--- config.mk ---
export PLATFORM = sky130hd
export DESIGN_NAME = cascaded_attitude_pi_controller_flat
export DESIGN_NICKNAME = d
export VERILOG_FILES = /design/src/hdl/cap_pkg.sv /design/src/hdl/cap_if.sv /design/src/hdl/cascaded_attitude_pi_controller.sv /design/src/hdl/cap_ctrl.sv /design/src/hdl/cap_dp.sv /design/src/flat_wrapper.sv
export SDC_FILE = /design/constraint.sdc
export NUM_CORES = 2
export LEC_CHECK = 0
export BUFFER_PORTS_ARGS = -buffer_cell sky130_fd_sc_hd__buf_4
export CORE_MARGIN = 2
export CORE_UTILIZATION = 45
export DETAILED_ROUTE_END_ITERATION = 10
export GPL_ROUTABILITY_DRIVEN = 0
export GPL_TIMING_DRIVEN = 0
export PLACE_DENSITY = 0.57
export SLEW_MARGIN = 20
export SYNTH_ARGS = -nofsm -noshare
export SYNTH_HDL_FRONTEND = slang
export SYNTH_SLANG_ARGS = --single-unit
--- constraint.sdc ---
create_clock -name clock -period 18 [get_ports clock]
set_clock_uncertainty 0.05 [all_clocks]
set_input_delay 3.6 -clock clock [delete_from_list [all_inputs] [get_ports clock]]
set_output_delay 3.6 -clock clock [all_outputs]
set_load 0.02 [all_outputs]
--- src/hdl/cap_pkg.sv ---
package cap_pkg;

   localparam int NUM_AXES   = 3;
   localparam int ANGLE_W    = 16;
   localparam int GAIN_W     = 16;
   localparam int GAINS_W    = 3 * GAIN_W;
   localparam int LIMITS_W   = 4 * ANGLE_W;
   localparam int DT_W       = 16;
   localparam int CSR_IDX_W  = 3;
   localparam int CSR_DATA_W = LIMITS_W;

   // datapath widths
   localparam int ERR_W      = ANGLE_W + 2;
   localparam int FRAC_W     = 16;
   localparam int INTEG_W    = 32;
   localparam int ACC_W      = INTEG_W + 4;
   localparam int MUL_A_W    = INTEG_W + 1;
   localparam int MUL_B_W    = GAIN_W + 1;
   localparam int PROD_W     = MUL_A_W + MUL_B_W;
   localparam int CMD_SHIFT  = 24;
   localparam int DIFF_SHIFT = 8;
   localparam int SUM_W      = 52;
   localparam int DIFF_W     = SUM_W - DIFF_SHIFT;
   localparam int DIFF_LO_W  = DIFF_W / 2;
   localparam int DRV_W      = 62;
   localparam int QUO_W      = DRV_W - CMD_SHIFT;

   localparam int HALF_TURN  = 180;
   localparam int FULL_TURN  = 360;

   typedef logic signed [ANGLE_W-1:0] angle_type;

   typedef logic [1:0] axis_type;
   localparam axis_type AXIS_ROLL  = 2'd0;
   localparam axis_type AXIS_PITCH = 2'd1;
   localparam axis_type AXIS_YAW   = 2'd2;

   typedef logic [CSR_IDX_W-1:0] csr_index_type;
   localparam csr_index_type CSR_GAINS_ROLL   = 3'd0;
   localparam csr_index_type CSR_GAINS_PITCH  = 3'd1;
   localparam csr_index_type CSR_GAINS_YAW    = 3'd2;
   localparam csr_index_type CSR_LIMITS_ROLL  = 3'd3;
   localparam csr_index_type CSR_LIMITS_PITCH = 3'd4;
   localparam csr_index_type CSR_LIMITS_YAW   = 3'd5;
   localparam csr_index_type CSR_TIME_STEP    = 3'd6;

   typedef enum logic [3:0] {
      ST_IDLE,
      ST_ERR,
      ST_MDT,
      ST_INTEG,
      ST_CMD1,
      ST_CMD2,
      ST_RLO,
      ST_RHI,
      ST_OUT,
      ST_EMIT
   } cap_state_type;

   typedef enum logic [3:0] {
      OP_NONE,
      OP_LOAD,
      OP_ERR,
      OP_MDT,
      OP_INTEG,
      OP_CMD1,
      OP_CMD2,
      OP_RLO,
      OP_RHI,
      OP_OUT,
      OP_EMIT
   } cap_op_type;

   typedef struct packed {
      cap_op_type op;
      axis_type   axis;
   } cap_cmd_type;

endpackage

--- src/hdl/cap_if.sv ---
interface cap_req_if import cap_pkg::*; ();
   logic      valid;
   logic      ready;
   angle_type desired_roll;
   angle_type desired_pitch;
   angle_type desired_yaw;
   angle_type sensed_roll;
   angle_type sensed_pitch;
   angle_type sensed_yaw;
   angle_type corrected_roll;
   angle_type corrected_pitch;
   angle_type corrected_yaw;

   modport source (
      output valid, desired_roll, desired_pitch, desired_yaw,
             sensed_roll, sensed_pitch, sensed_yaw,
             corrected_roll, corrected_pitch, corrected_yaw,
      input  ready
   );
   modport sink (
      input  valid, desired_roll, desired_pitch, desired_yaw,
             sensed_roll, sensed_pitch, sensed_yaw,
             corrected_roll, corrected_pitch, corrected_yaw,
      output ready
   );
endinterface

interface cap_rsp_if import cap_pkg::*; ();
   logic      valid;
   logic      ready;
   angle_type roll_drive;
   angle_type pitch_drive;
   angle_type yaw_drive;

   modport source (output valid, roll_drive, pitch_drive, yaw_drive, input ready);
   modport sink   (input valid, roll_drive, pitch_drive, yaw_drive, output ready);
endinterface

--- src/hdl/cascaded_attitude_pi_controller.sv ---
// Three-axis cascaded PI attitude controller. Each req beat carries desired,
// sensed and drift-corrected roll/pitch/yaw angles; each one yields exactly one
// rsp beat with the clamped roll/pitch/yaw drives, and the per-axis integrators
// advance by error*dt every beat. The axes are computed one after another on a
// single shared 33x17 multiplier, each in the steps err, mdt, integ, cmd1,
// cmd2, rlo, rhi and out; a beat is loaded while idle, its three axes are
// computed, and it is handed off to the output register, and only then does
// req_ready return. The result sits in an output register, so the next beat is
// accepted while it waits to be taken; the hand-off of that next beat stalls
// until the previous result has been taken. Gains, limits and dt are written
// through the csr port; the user must do so while idle, unenforced by the block.
module cascaded_attitude_pi_controller import cap_pkg::*; (
   input  logic                  clock,
   input  logic                  reset,
   cap_req_if.sink               req_bus,
   cap_rsp_if.source             rsp_bus,
   input  logic                  csr_wr_en,
   input  csr_index_type         csr_index,
   input  logic [CSR_DATA_W-1:0] csr_wdata
);

   cap_cmd_type cmd;
   angle_type   des [NUM_AXES];
   angle_type   sen [NUM_AXES];
   angle_type   cor [NUM_AXES];
   angle_type   drive [NUM_AXES];

   assign des[AXIS_ROLL]  = req_bus.desired_roll;
   assign des[AXIS_PITCH] = req_bus.desired_pitch;
   assign des[AXIS_YAW]   = req_bus.desired_yaw;
   assign sen[AXIS_ROLL]  = req_bus.sensed_roll;
   assign sen[AXIS_PITCH] = req_bus.sensed_pitch;
   assign sen[AXIS_YAW]   = req_bus.sensed_yaw;
   assign cor[AXIS_ROLL]  = req_bus.corrected_roll;
   assign cor[AXIS_PITCH] = req_bus.corrected_pitch;
   assign cor[AXIS_YAW]   = req_bus.corrected_yaw;

   cap_ctrl u_ctrl (
      .clock     (clock),
      .reset     (reset),
      .req_valid (req_bus.valid),
      .req_ready (req_bus.ready),
      .rsp_valid (rsp_bus.valid),
      .rsp_ready (rsp_bus.ready),
      .cmd       (cmd)
   );

   cap_dp u_dp (
      .clock     (clock),
      .reset     (reset),
      .cmd       (cmd),
      .csr_wr_en (csr_wr_en),
      .csr_index (csr_index),
      .csr_wdata (csr_wdata),
      .des_in    (des),
      .sen_in    (sen),
      .cor_in    (cor),
      .drive_out (drive)
   );

   assign rsp_bus.roll_drive  = drive[AXIS_ROLL];
   assign rsp_bus.pitch_drive = drive[AXIS_PITCH];
   assign rsp_bus.yaw_drive   = drive[AXIS_YAW];

endmodule

--- src/hdl/cap_ctrl.sv ---
module cap_ctrl import cap_pkg::*; (
   input  logic        clock,
   input  logic        reset,
   input  logic        req_valid,
   output logic        req_ready,
   output logic        rsp_valid,
   input  logic        rsp_ready,
   output cap_cmd_type cmd
);

   cap_state_type state_ff, state_in;
   axis_type      axis_ff, axis_in;
   logic          rsp_valid_ff, rsp_valid_in;
   logic          emit_ok;

   // output slot is free when empty or being drained this cycle
   assign emit_ok = !rsp_valid_ff || rsp_ready;

   always_comb begin
      state_in = state_ff;
      axis_in  = axis_ff;
      case (state_ff)
         ST_IDLE: begin
            if (req_valid) begin
               state_in = ST_ERR;
               axis_in  = AXIS_ROLL;
            end
         end
         ST_ERR:   state_in = ST_MDT;
         ST_MDT:   state_in = ST_INTEG;
         ST_INTEG: state_in = ST_CMD1;
         ST_CMD1:  state_in = ST_CMD2;
         ST_CMD2:  state_in = ST_RLO;
         ST_RLO:   state_in = ST_RHI;
         ST_RHI:   state_in = ST_OUT;
         ST_OUT: begin
            if (axis_ff == AXIS_YAW) begin
               state_in = ST_EMIT;
            end else begin
               state_in = ST_ERR;
               axis_in  = axis_type'(axis_ff + 1'b1);
            end
         end
         ST_EMIT: begin
            if (emit_ok) state_in = ST_IDLE;
         end
         default:  state_in = ST_IDLE;
      endcase
   end

   always_comb begin
      req_ready    = 1'b0;
      cmd.op       = OP_NONE;
      cmd.axis     = axis_ff;
      rsp_valid_in = rsp_valid_ff && !rsp_ready;
      case (state_ff)
         ST_IDLE: begin
            req_ready = 1'b1;
            if (req_valid) cmd.op = OP_LOAD;
         end
         ST_ERR:   cmd.op = OP_ERR;
         ST_MDT:   cmd.op = OP_MDT;
         ST_INTEG: cmd.op = OP_INTEG;
         ST_CMD1:  cmd.op = OP_CMD1;
         ST_CMD2:  cmd.op = OP_CMD2;
         ST_RLO:   cmd.op = OP_RLO;
         ST_RHI:   cmd.op = OP_RHI;
         ST_OUT:   cmd.op = OP_OUT;
         ST_EMIT: begin
            if (emit_ok) begin
               cmd.op       = OP_EMIT;
               rsp_valid_in = 1'b1;
            end
         end
         default:  cmd.op = OP_NONE;
      endcase
   end

   always_ff @(posedge clock) begin
      if (reset) begin
         state_ff     <= ST_IDLE;
         axis_ff      <= AXIS_ROLL;
         rsp_valid_ff <= 1'b0;
      end else begin
         state_ff     <= state_in;
         axis_ff      <= axis_in;
         rsp_valid_ff <= rsp_valid_in;
      end
   end

   assign rsp_valid = rsp_valid_ff;

   a_axis_range: assert property (@(posedge clock) disable iff (reset)
      axis_ff <= AXIS_YAW)
      else $error("axis counter out of range");

   a_accept_start: assert property (@(posedge clock) disable iff (reset)
      req_valid && req_ready |=> state_ff == ST_ERR && axis_ff == AXIS_ROLL)
      else $error("accepted beat did not start at roll");

   a_emit_free: assert property (@(posedge clock) disable iff (reset)
      cmd.op == OP_EMIT |-> (!rsp_valid_ff || rsp_ready))
      else $error("result overwritten while pending");

   a_emit_valid: assert property (@(posedge clock) disable iff (reset)
      cmd.op == OP_EMIT |=> rsp_valid_ff)
      else $error("emitted result not presented");

   a_no_accept_busy: assert property (@(posedge clock) disable iff (reset)
      state_ff != ST_IDLE |-> !req_ready)
      else $error("input taken mid-computation");

endmodule

--- src/hdl/cap_dp.sv ---
module cap_dp import cap_pkg::*; (
   input  logic                  clock,
   input  logic                  reset,
   input  cap_cmd_type           cmd,
   input  logic                  csr_wr_en,
   input  csr_index_type         csr_index,
   input  logic [CSR_DATA_W-1:0] csr_wdata,
   input  angle_type             des_in [NUM_AXES],
   input  angle_type             sen_in [NUM_AXES],
   input  angle_type             cor_in [NUM_AXES],
   output angle_type             drive_out [NUM_AXES]
);

   localparam logic signed [ACC_W-1:0] SAT_HI =
      {{(ACC_W-INTEG_W+1){1'b0}}, {(INTEG_W-1){1'b1}}};
   localparam logic signed [ACC_W-1:0] SAT_LO =
      {{(ACC_W-INTEG_W+1){1'b1}}, {(INTEG_W-1){1'b0}}};

   logic [GAINS_W-1:0]          gains_ff [NUM_AXES];
   logic [LIMITS_W-1:0]         limits_ff [NUM_AXES];
   logic [DT_W-1:0]             dt_ff;
   logic signed [INTEG_W-1:0]   integ_ff [NUM_AXES];

   angle_type                   des_ff [NUM_AXES];
   angle_type                   sen_ff [NUM_AXES];
   angle_type                   cor_ff [NUM_AXES];
   angle_type                   drive_ff [NUM_AXES];
   angle_type                   rsp_ff [NUM_AXES];
   logic signed [ERR_W-1:0]     err_ff;
   logic signed [PROD_W-1:0]    prod_ff;
   logic signed [SUM_W-1:0]     sum_ff;
   logic signed [DRV_W-1:0]     drv_ff;

   logic [GAINS_W-1:0]          gains;
   logic [LIMITS_W-1:0]         limits;
   logic [GAIN_W-1:0]           kp, ki, kr;
   angle_type                   elim, ilim, omax, omin;

   logic signed [ERR_W-1:0]     e_raw, e_wrap, e_hi, e_lo, err_in;
   logic signed [ACC_W-1:0]     acc_sum, acc_hi, acc_lo, acc_clamp, acc_sat;
   logic signed [INTEG_W-1:0]   integ_in;
   logic signed [DIFF_W-1:0]    diff;
   logic signed [DRV_W-1:0]     drv_sum;
   logic signed [QUO_W-1:0]     quo, q_hi, q_lo, quo_clamp;
   angle_type                   drive_in;
   logic signed [MUL_A_W-1:0]   mul_a;
   logic signed [MUL_B_W-1:0]   mul_b;
   logic signed [PROD_W-1:0]    product;

   assign gains  = gains_ff[cmd.axis];
   assign limits = limits_ff[cmd.axis];
   assign kp     = gains[GAIN_W-1:0];
   assign ki     = gains[2*GAIN_W-1:GAIN_W];
   assign kr     = gains[3*GAIN_W-1:2*GAIN_W];
   assign elim   = $signed(limits[ANGLE_W-1:0]);
   assign ilim   = $signed(limits[2*ANGLE_W-1:ANGLE_W]);
   assign omax   = $signed(limits[3*ANGLE_W-1:2*ANGLE_W]);
   assign omin   = $signed(limits[4*ANGLE_W-1:3*ANGLE_W]);

   // angle error: difference, yaw wrap, symmetric clamp
   always_comb begin
      e_raw  = ERR_W'(des_ff[cmd.axis]) - ERR_W'(sen_ff[cmd.axis]);
      e_wrap = e_raw;
      if (cmd.axis == AXIS_YAW) begin
         if (e_raw > ERR_W'(HALF_TURN))       e_wrap = e_raw - ERR_W'(FULL_TURN);
         else if (e_raw < ERR_W'(-HALF_TURN)) e_wrap = e_raw + ERR_W'(FULL_TURN);
      end
      e_hi = ERR_W'(elim);
      e_lo = -e_hi;
      if (e_wrap >= e_hi)      err_in = e_hi;
      else if (e_wrap <= e_lo) err_in = e_lo;
      else                     err_in = e_wrap;
   end

   // integrator update: prod_ff holds err*dt here
   always_comb begin
      acc_sum = ACC_W'(integ_ff[cmd.axis]) + ACC_W'(prod_ff);
      acc_hi  = ACC_W'(ilim) <<< FRAC_W;
      acc_lo  = -acc_hi;
      if (acc_sum >= acc_hi)      acc_clamp = acc_hi;
      else if (acc_sum <= acc_lo) acc_clamp = acc_lo;
      else                        acc_clamp = acc_sum;
      if (acc_clamp > SAT_HI)      acc_sat = SAT_HI;
      else if (acc_clamp < SAT_LO) acc_sat = SAT_LO;
      else                         acc_sat = acc_clamp;
      integ_in = INTEG_W'(acc_sat);
   end

   assign diff = DIFF_W'(sum_ff >>> DIFF_SHIFT);

   // final drive: low partial product in drv_ff, high one in prod_ff
   always_comb begin
      drv_sum = drv_ff + (DRV_W'(prod_ff) <<< DIFF_LO_W);
      quo     = QUO_W'(drv_sum >>> CMD_SHIFT);
      q_hi    = QUO_W'(omax);
      q_lo    = QUO_W'(omin);
      if (quo >= q_hi)      quo_clamp = q_hi;
      else if (quo <= q_lo) quo_clamp = q_lo;
      else                  quo_clamp = quo;
      drive_in = ANGLE_W'(quo_clamp);
   end

   // shared multiplier operand select
   always_comb begin
      mul_a = '0;
      mul_b = '0;
      case (cmd.op)
         OP_MDT: begin
            mul_a = MUL_A_W'(err_ff);
            mul_b = {1'b0, dt_ff};
         end
         OP_INTEG: begin
            mul_a = MUL_A_W'(err_ff);
            mul_b = {1'b0, kp};
         end
         OP_CMD1: begin
            mul_a = MUL_A_W'(integ_ff[cmd.axis]);
            mul_b = {1'b0, ki};
         end
         OP_RLO: begin
            mul_a = MUL_A_W'(diff[DIFF_LO_W-1:0]);
            mul_b = {1'b0, kr};
         end
         OP_RHI: begin
            mul_a = MUL_A_W'($signed(diff[DIFF_W-1:DIFF_LO_W]));
            mul_b = {1'b0, kr};
         end
         default: begin
            mul_a = '0;
            mul_b = '0;
         end
      endcase
   end

   assign product = mul_a * mul_b;

   always_ff @(posedge clock) begin
      if (reset) begin
         for (int i = 0; i < NUM_AXES; i++) begin
            gains_ff[i]  <= '0;
            limits_ff[i] <= '0;
            integ_ff[i]  <= '0;
         end
         dt_ff <= '0;
      end else begin
         if (csr_wr_en) begin
            case (csr_index)
               CSR_GAINS_ROLL:   gains_ff[AXIS_ROLL]   <= csr_wdata[GAINS_W-1:0];
               CSR_GAINS_PITCH:  gains_ff[AXIS_PITCH]  <= csr_wdata[GAINS_W-1:0];
               CSR_GAINS_YAW:    gains_ff[AXIS_YAW]    <= csr_wdata[GAINS_W-1:0];
               CSR_LIMITS_ROLL:  limits_ff[AXIS_ROLL]  <= csr_wdata[LIMITS_W-1:0];
               CSR_LIMITS_PITCH: limits_ff[AXIS_PITCH] <= csr_wdata[LIMITS_W-1:0];
               CSR_LIMITS_YAW:   limits_ff[AXIS_YAW]   <= csr_wdata[LIMITS_W-1:0];
               CSR_TIME_STEP:    dt_ff                 <= csr_wdata[DT_W-1:0];
               default: ;
            endcase
         end
         if (cmd.op == OP_INTEG) integ_ff[cmd.axis] <= integ_in;
      end
   end

   always_ff @(posedge clock) begin
      case (cmd.op)
         OP_LOAD: begin
            for (int i = 0; i < NUM_AXES; i++) begin
               des_ff[i] <= des_in[i];
               sen_ff[i] <= sen_in[i];
               cor_ff[i] <= cor_in[i];
            end
         end
         OP_ERR:   err_ff <= err_in;
         OP_MDT:   prod_ff <= product;
         OP_INTEG: prod_ff <= product;
         OP_CMD1: begin
            sum_ff  <= (SUM_W'(prod_ff) <<< FRAC_W) - (SUM_W'(cor_ff[cmd.axis]) <<< CMD_SHIFT);
            prod_ff <= product;
         end
         OP_CMD2:  sum_ff <= sum_ff + SUM_W'(prod_ff);
         OP_RLO:   prod_ff <= product;
         OP_RHI: begin
            drv_ff  <= DRV_W'(prod_ff);
            prod_ff <= product;
         end
         OP_OUT:   drive_ff[cmd.axis] <= drive_in;
         OP_EMIT: begin
            for (int i = 0; i < NUM_AXES; i++) rsp_ff[i] <= drive_ff[i];
         end
         default: ;
      endcase
   end

   assign drive_out = rsp_ff;

endmodule

--- src/flat_wrapper.sv ---
// flat-port wrapper written by rule: the top's interface ports become plain ports
module cascaded_attitude_pi_controller_flat import cap_pkg::*;
  (clock, reset, csr_wr_en, csr_index, csr_wdata, req_bus_valid, req_bus_desired_roll, req_bus_desired_pitch, req_bus_desired_yaw, req_bus_sensed_roll, req_bus_sensed_pitch, req_bus_sensed_yaw, req_bus_corrected_roll, req_bus_corrected_pitch, req_bus_corrected_yaw, req_bus_ready, rsp_bus_valid, rsp_bus_roll_drive, rsp_bus_pitch_drive, rsp_bus_yaw_drive, rsp_bus_ready);
  cap_req_if req_bus_i ();
  cap_rsp_if rsp_bus_i ();
  input  logic clock;
  input  logic reset;
  input  logic csr_wr_en;
  input  csr_index_type csr_index;
  input  logic [CSR_DATA_W-1:0] csr_wdata;
  input wire logic [$bits(req_bus_i.valid)-1:0] req_bus_valid;
  input wire logic [$bits(req_bus_i.desired_roll)-1:0] req_bus_desired_roll;
  input wire logic [$bits(req_bus_i.desired_pitch)-1:0] req_bus_desired_pitch;
  input wire logic [$bits(req_bus_i.desired_yaw)-1:0] req_bus_desired_yaw;
  input wire logic [$bits(req_bus_i.sensed_roll)-1:0] req_bus_sensed_roll;
  input wire logic [$bits(req_bus_i.sensed_pitch)-1:0] req_bus_sensed_pitch;
  input wire logic [$bits(req_bus_i.sensed_yaw)-1:0] req_bus_sensed_yaw;
  input wire logic [$bits(req_bus_i.corrected_roll)-1:0] req_bus_corrected_roll;
  input wire logic [$bits(req_bus_i.corrected_pitch)-1:0] req_bus_corrected_pitch;
  input wire logic [$bits(req_bus_i.corrected_yaw)-1:0] req_bus_corrected_yaw;
  output wire logic [$bits(req_bus_i.ready)-1:0] req_bus_ready;
  output wire logic [$bits(rsp_bus_i.valid)-1:0] rsp_bus_valid;
  output wire logic [$bits(rsp_bus_i.roll_drive)-1:0] rsp_bus_roll_drive;
  output wire logic [$bits(rsp_bus_i.pitch_drive)-1:0] rsp_bus_pitch_drive;
  output wire logic [$bits(rsp_bus_i.yaw_drive)-1:0] rsp_bus_yaw_drive;
  input wire logic [$bits(rsp_bus_i.ready)-1:0] rsp_bus_ready;
  assign req_bus_i.valid = req_bus_valid;
  assign req_bus_i.desired_roll = req_bus_desired_roll;
  assign req_bus_i.desired_pitch = req_bus_desired_pitch;
  assign req_bus_i.desired_yaw = req_bus_desired_yaw;
  assign req_bus_i.sensed_roll = req_bus_sensed_roll;
  assign req_bus_i.sensed_pitch = req_bus_sensed_pitch;
  assign req_bus_i.sensed_yaw = req_bus_sensed_yaw;
  assign req_bus_i.corrected_roll = req_bus_corrected_roll;
  assign req_bus_i.corrected_pitch = req_bus_corrected_pitch;
  assign req_bus_i.corrected_yaw = req_bus_corrected_yaw;
  assign req_bus_ready = req_bus_i.ready;
  assign rsp_bus_valid = rsp_bus_i.valid;
  assign rsp_bus_roll_drive = rsp_bus_i.roll_drive;
  assign rsp_bus_pitch_drive = rsp_bus_i.pitch_drive;
  assign rsp_bus_yaw_drive = rsp_bus_i.yaw_drive;
  assign rsp_bus_i.ready = rsp_bus_ready;
  cascaded_attitude_pi_controller u_core (.clock(clock), .reset(reset), .req_bus(req_bus_i), .rsp_bus(rsp_bus_i), .csr_wr_en(csr_wr_en), .csr_index(csr_index), .csr_wdata(csr_wdata));
endmodule
==> summary.txt <==
GRT
  • Global-route usage over all layers: 0.283
  • Vias in the first global route: 48,500
  • Antenna violations before repair: 8
  • Pin count of the biggest net entering global routing: 59
  • GRT overflow: 0
  • Global-route wire length before repair: 315 mm

Synth
  • Async set-or-reset flop fraction in the synthesized netlist: 0
  • Number of cells produced by synthesis: 6,136
  • Post-Synthesis Net Count: 7,296
  • Synthesis warning total: 0
  • Area of the mapped netlist: 0.0660 mm2
  • Post-synthesis average cell area: 10.8 um2
  • Flip-flop and latch count after synthesis: 877
  • Post-synthesis cell type count: 88
  • Part of the Yosys area used for sequential elements: 0.395
  • Main synth FF type: sky130_fd_sc_hd__edfxtp_1
  • Number of synthesized flops with an enable pin: 852

Finish
  • Layout fillers: 13,200
  • Final layout net count: 7,695
  • Growth of design area from synthesis to finish: 13.0%
  • Ratio of cells with drive above 1 in the final layout: 0.0939
  • Most common library cell in the layout ignoring fill and taps: sky130_fd_sc_hd__edfxtp_1
  • Area taken by flip-flops and latches: 0.0261 mm2
  • Leading cell types in the layout, fill and taps excluded: sky130_fd_sc_hd__edfxtp_1 (852), sky130_fd_sc_hd__inv_1 (706), sky130_fd_sc_hd__nand2_1 (604)
  • Multi-input gate area: 0.0364 mm2

CTS
  • Clock sinks: 877
  • Count of buffers added by post-CTS timing repair for setup: 0
  • Clock latency at the later pin of the worst-skew pair: 0.77 ns
  • Post-CTS sizing: 0
  • Reg clk slew, reported paths: 0.06 ns
  • Cts bufs inserted: 94
  • CTS H-Tree Depth: 3
  • Number of buffers added to fix hold violations after cts: 0
  • CTS tree: built
  • Root Buffer Master: sky130_fd_sc_hd__clkbuf_16
  • Maximum count of clock buffers along a single path: 3

Timing
  • RSZ-0062 raised after global routing: no
  • PnR worst setup slack: 3.09 ns
  • Hold violation total from the final report: 0
  • Period utilisation layout: 0.828
  • Actual slew at the worst max-slew pin: 1.24 ns
  • Worst slew slack as a fraction of its limit: 0.172
  • Max Slew Vio Count: 0
  • Setup TNS: 0 ns
  • Setup violations, final: 0
  • F_max: 67.1 MHz
  • Shortest clock period the worst path allows after layout: 14.91 ns

Setup path
  • Type of element launching the critical path: input pin
  • Crit path arrival time: 15.24 ns
  • Critical path capture point type: flip-flop
  • Worst path top cell family by delay: compound AO/OA/AOI/OAI gates
  • Largest fanout of any net on the critical path: 10
  • Buffers and inverters on the worst path: 7
  • Delay of the slowest critical-path stage: 1.00 ns
  • Crit path kind: in2reg
  • Launching instance or port of the critical path: req_bus_valid
  • Data required time of the worst path: 18.32 ns
  • CP max-delay cell: sky130_fd_sc_hd__a2111oi_0
  • Depth of the worst register-to-register path: 35
  • Cell repeated most along the worst path: sky130_fd_sc_hd__fa_1
  • Worst path depth: 30

Placed design
  • Setup slack after placement: 2.76 ns
  • HPWL after detailed placement: 168 mm
  • Count of buffers inserted at the top-level ports: 264

Floorplan
  • Y dimension of the die: 387 um
  • Width of the die: 387 um
  • Effective utilization at floorplan: 0.453
  • Num rows: 140
  • I/O pin cnt: 266
  • Std-Cell Core Area: 0.146 mm2
  • Die Area: 0.150 mm2

Power
  • Power density normalized to cell area: 80.7 mW/mm2
  • Total leakage power: 30.7 nW
  • Maximum vdd ir drop: 0.0977 mV

Run status
  • Run status: finished, final reports clean

Routing
  • Wire per inst: 25.0 um
  • Vias: 48,900
  • Final antenna-violating net count: 0
  • DRT Pass-1 Iters: 8
  • Residual DRC: 0
  • Average vias per placed instance: 5.73
  • Starting DRC count in detailed routing: 4,568
  • Final wirelength: 213 mm

Hold path
  • WHS Path Cells: 0
  • Class of the worst hold path: reg2reg
  • Startpoint of the tightest hold check path: u_core.u_dp.drive_ff[2][1]

Run
  • # Max-Cap Violations: 0
[synthesized netlist by cell type, types with 49 or more instances]
cell	instances	area, um2
sky130_fd_sc_hd__inv_1	706	2650
sky130_fd_sc_hd__nor3_1	57	285
sky130_fd_sc_hd__a21oi_1	329	1650
sky130_fd_sc_hd__edfxtp_1	852	25600
sky130_fd_sc_hd__fa_1	497	9950
sky130_fd_sc_hd__ha_1	447	5590
sky130_fd_sc_hd__o31ai_1	57	428
sky130_fd_sc_hd__a21o_1	163	1220
sky130_fd_sc_hd__and2_1	170	1060
sky130_fd_sc_hd__mux2i_1	197	1970
sky130_fd_sc_hd__nand2b_1	58	363
sky130_fd_sc_hd__nor2b_1	49	307
sky130_fd_sc_hd__nor2_1	442	1660
sky130_fd_sc_hd__clkbuf_1	195	732
sky130_fd_sc_hd__nand2_1	604	2270
sky130_fd_sc_hd__xor2_1	71	622
sky130_fd_sc_hd__xnor2_1	146	1280
sky130_fd_sc_hd__nand4_1	53	332
sky130_fd_sc_hd__o21ai_0	278	1390
sky130_fd_sc_hd__nand3_1	67	335
[where the power goes]
group	internal (mW)	switching, mW
registers	2.40	0.0804
logic	0.512	0.923
clock network	1.23	0.878
[path summary, 6_finish.rpt]
kind	to	slack, ns
setup reg to reg	u_core.u_dp.prod_ff[46]	4.35
setup / recovery	u_core.u_dp.prod_ff[46]	3.09
hold / removal	rsp_bus_yaw_drive[1]	0.36
hold reg to reg	rsp_bus_yaw_drive[1]	0.36
[state kept, by name, summed over array words and instances (netlist names), named ones only]
register	flops
u_core.u_dp.sen_ff	48
u_core.u_ctrl.axis_ff	2
u_core.u_dp.dt_ff	16
u_core.u_dp.gains_ff	144
rsp_bus_roll_drive	16
u_core.u_dp.integ_ff	128
u_core.u_dp.err_ff	18
u_core.u_dp.limits_ff	192
u_core.u_dp.cor_ff	48
rsp_bus_pitch_drive	16
rsp_bus_yaw_drive	16
u_core.u_dp.des_ff	48
u_core.u_dp.drive_ff	48
u_core.u_dp.prod_ff	50
u_core.u_ctrl.rsp_valid	1
u_core.u_ctrl.state_ff	4
u_core.u_dp.drv_ff	28
u_core.u_dp.sum_ff	52
[worst register-to-register path: cells and delay by family (launching register included)]
family	cells	cell delay [ns]
xor gates and xnor gates	1	0.60
and+or+nand+nor	3	0.44
AOI/OAI and AO/OA	12	4.39
buffers and inverters	12	4.04
adders and majority gates	7	3.40
DFF	1	0.39
[per-layer routing]
metal	track usage	routed length, um	vias up
li1	-	-	22300
met1	0.388	90400	24400
met2	0.439	94800	1893
met3	0.0597	17900	377
met4	0.118	10200	2
met5	0	17	-
[layout make-up]
| cell class | count | area share |
|---|---|---|
| Antenna cell | 7 | 0.000235 |
| Timing Repair Buffer | 303 | 0.0350 |
| Clock buffer | 116 | 0.0329 |
| Inverter | 706 | 0.0355 |
| Buffer | 257 | 0.0141 |
| Multi-Input combinational cell | 4296 | 0.488 |
| Sequential cell | 877 | 0.350 |
| Clock inverter | 60 | 0.0123 |
| Tap cell | 1917 | 0.0322 |
[kinds of logic after synthesis]
family	Yosys count	synth area share
AND/OR/NAND/NOR	1658	0.118
adder cells (fa/ha/maj)	944	0.235
multiplexers	262	0.0491
AO/OA/AOI/OAI	1215	0.118
XOR/XNOR	217	0.0288
buffers and inverters	963	0.0560
flip-flops	877	0.395
[through the flow]
| stage | area (um2) | instances | utilization | hold slack [ns] | total power [mW] |
|---|---|---|---|---|---|
| 2_1_floorplan | 66000 | 6136 | - | 0.350 | 3.41 |
| 3_3_place_gp | 70400 | 8317 | 0.483 | 0.352 | 3.89 |
| 3_5_place_dp | 71200 | 8355 | 0.488 | 0.355 | 3.92 |
| 4_1_cts | 74600 | 8531 | 0.512 | 0.365 | 6.02 |
| 5_1_grt | 74600 | 8532 | 0.512 | 0.370 | 6.26 |
| 6_report | 74600 | 8539 | 0.512 | 0.365 | 6.02 |
Note: power is estimated with default switching activity, not from simulation.
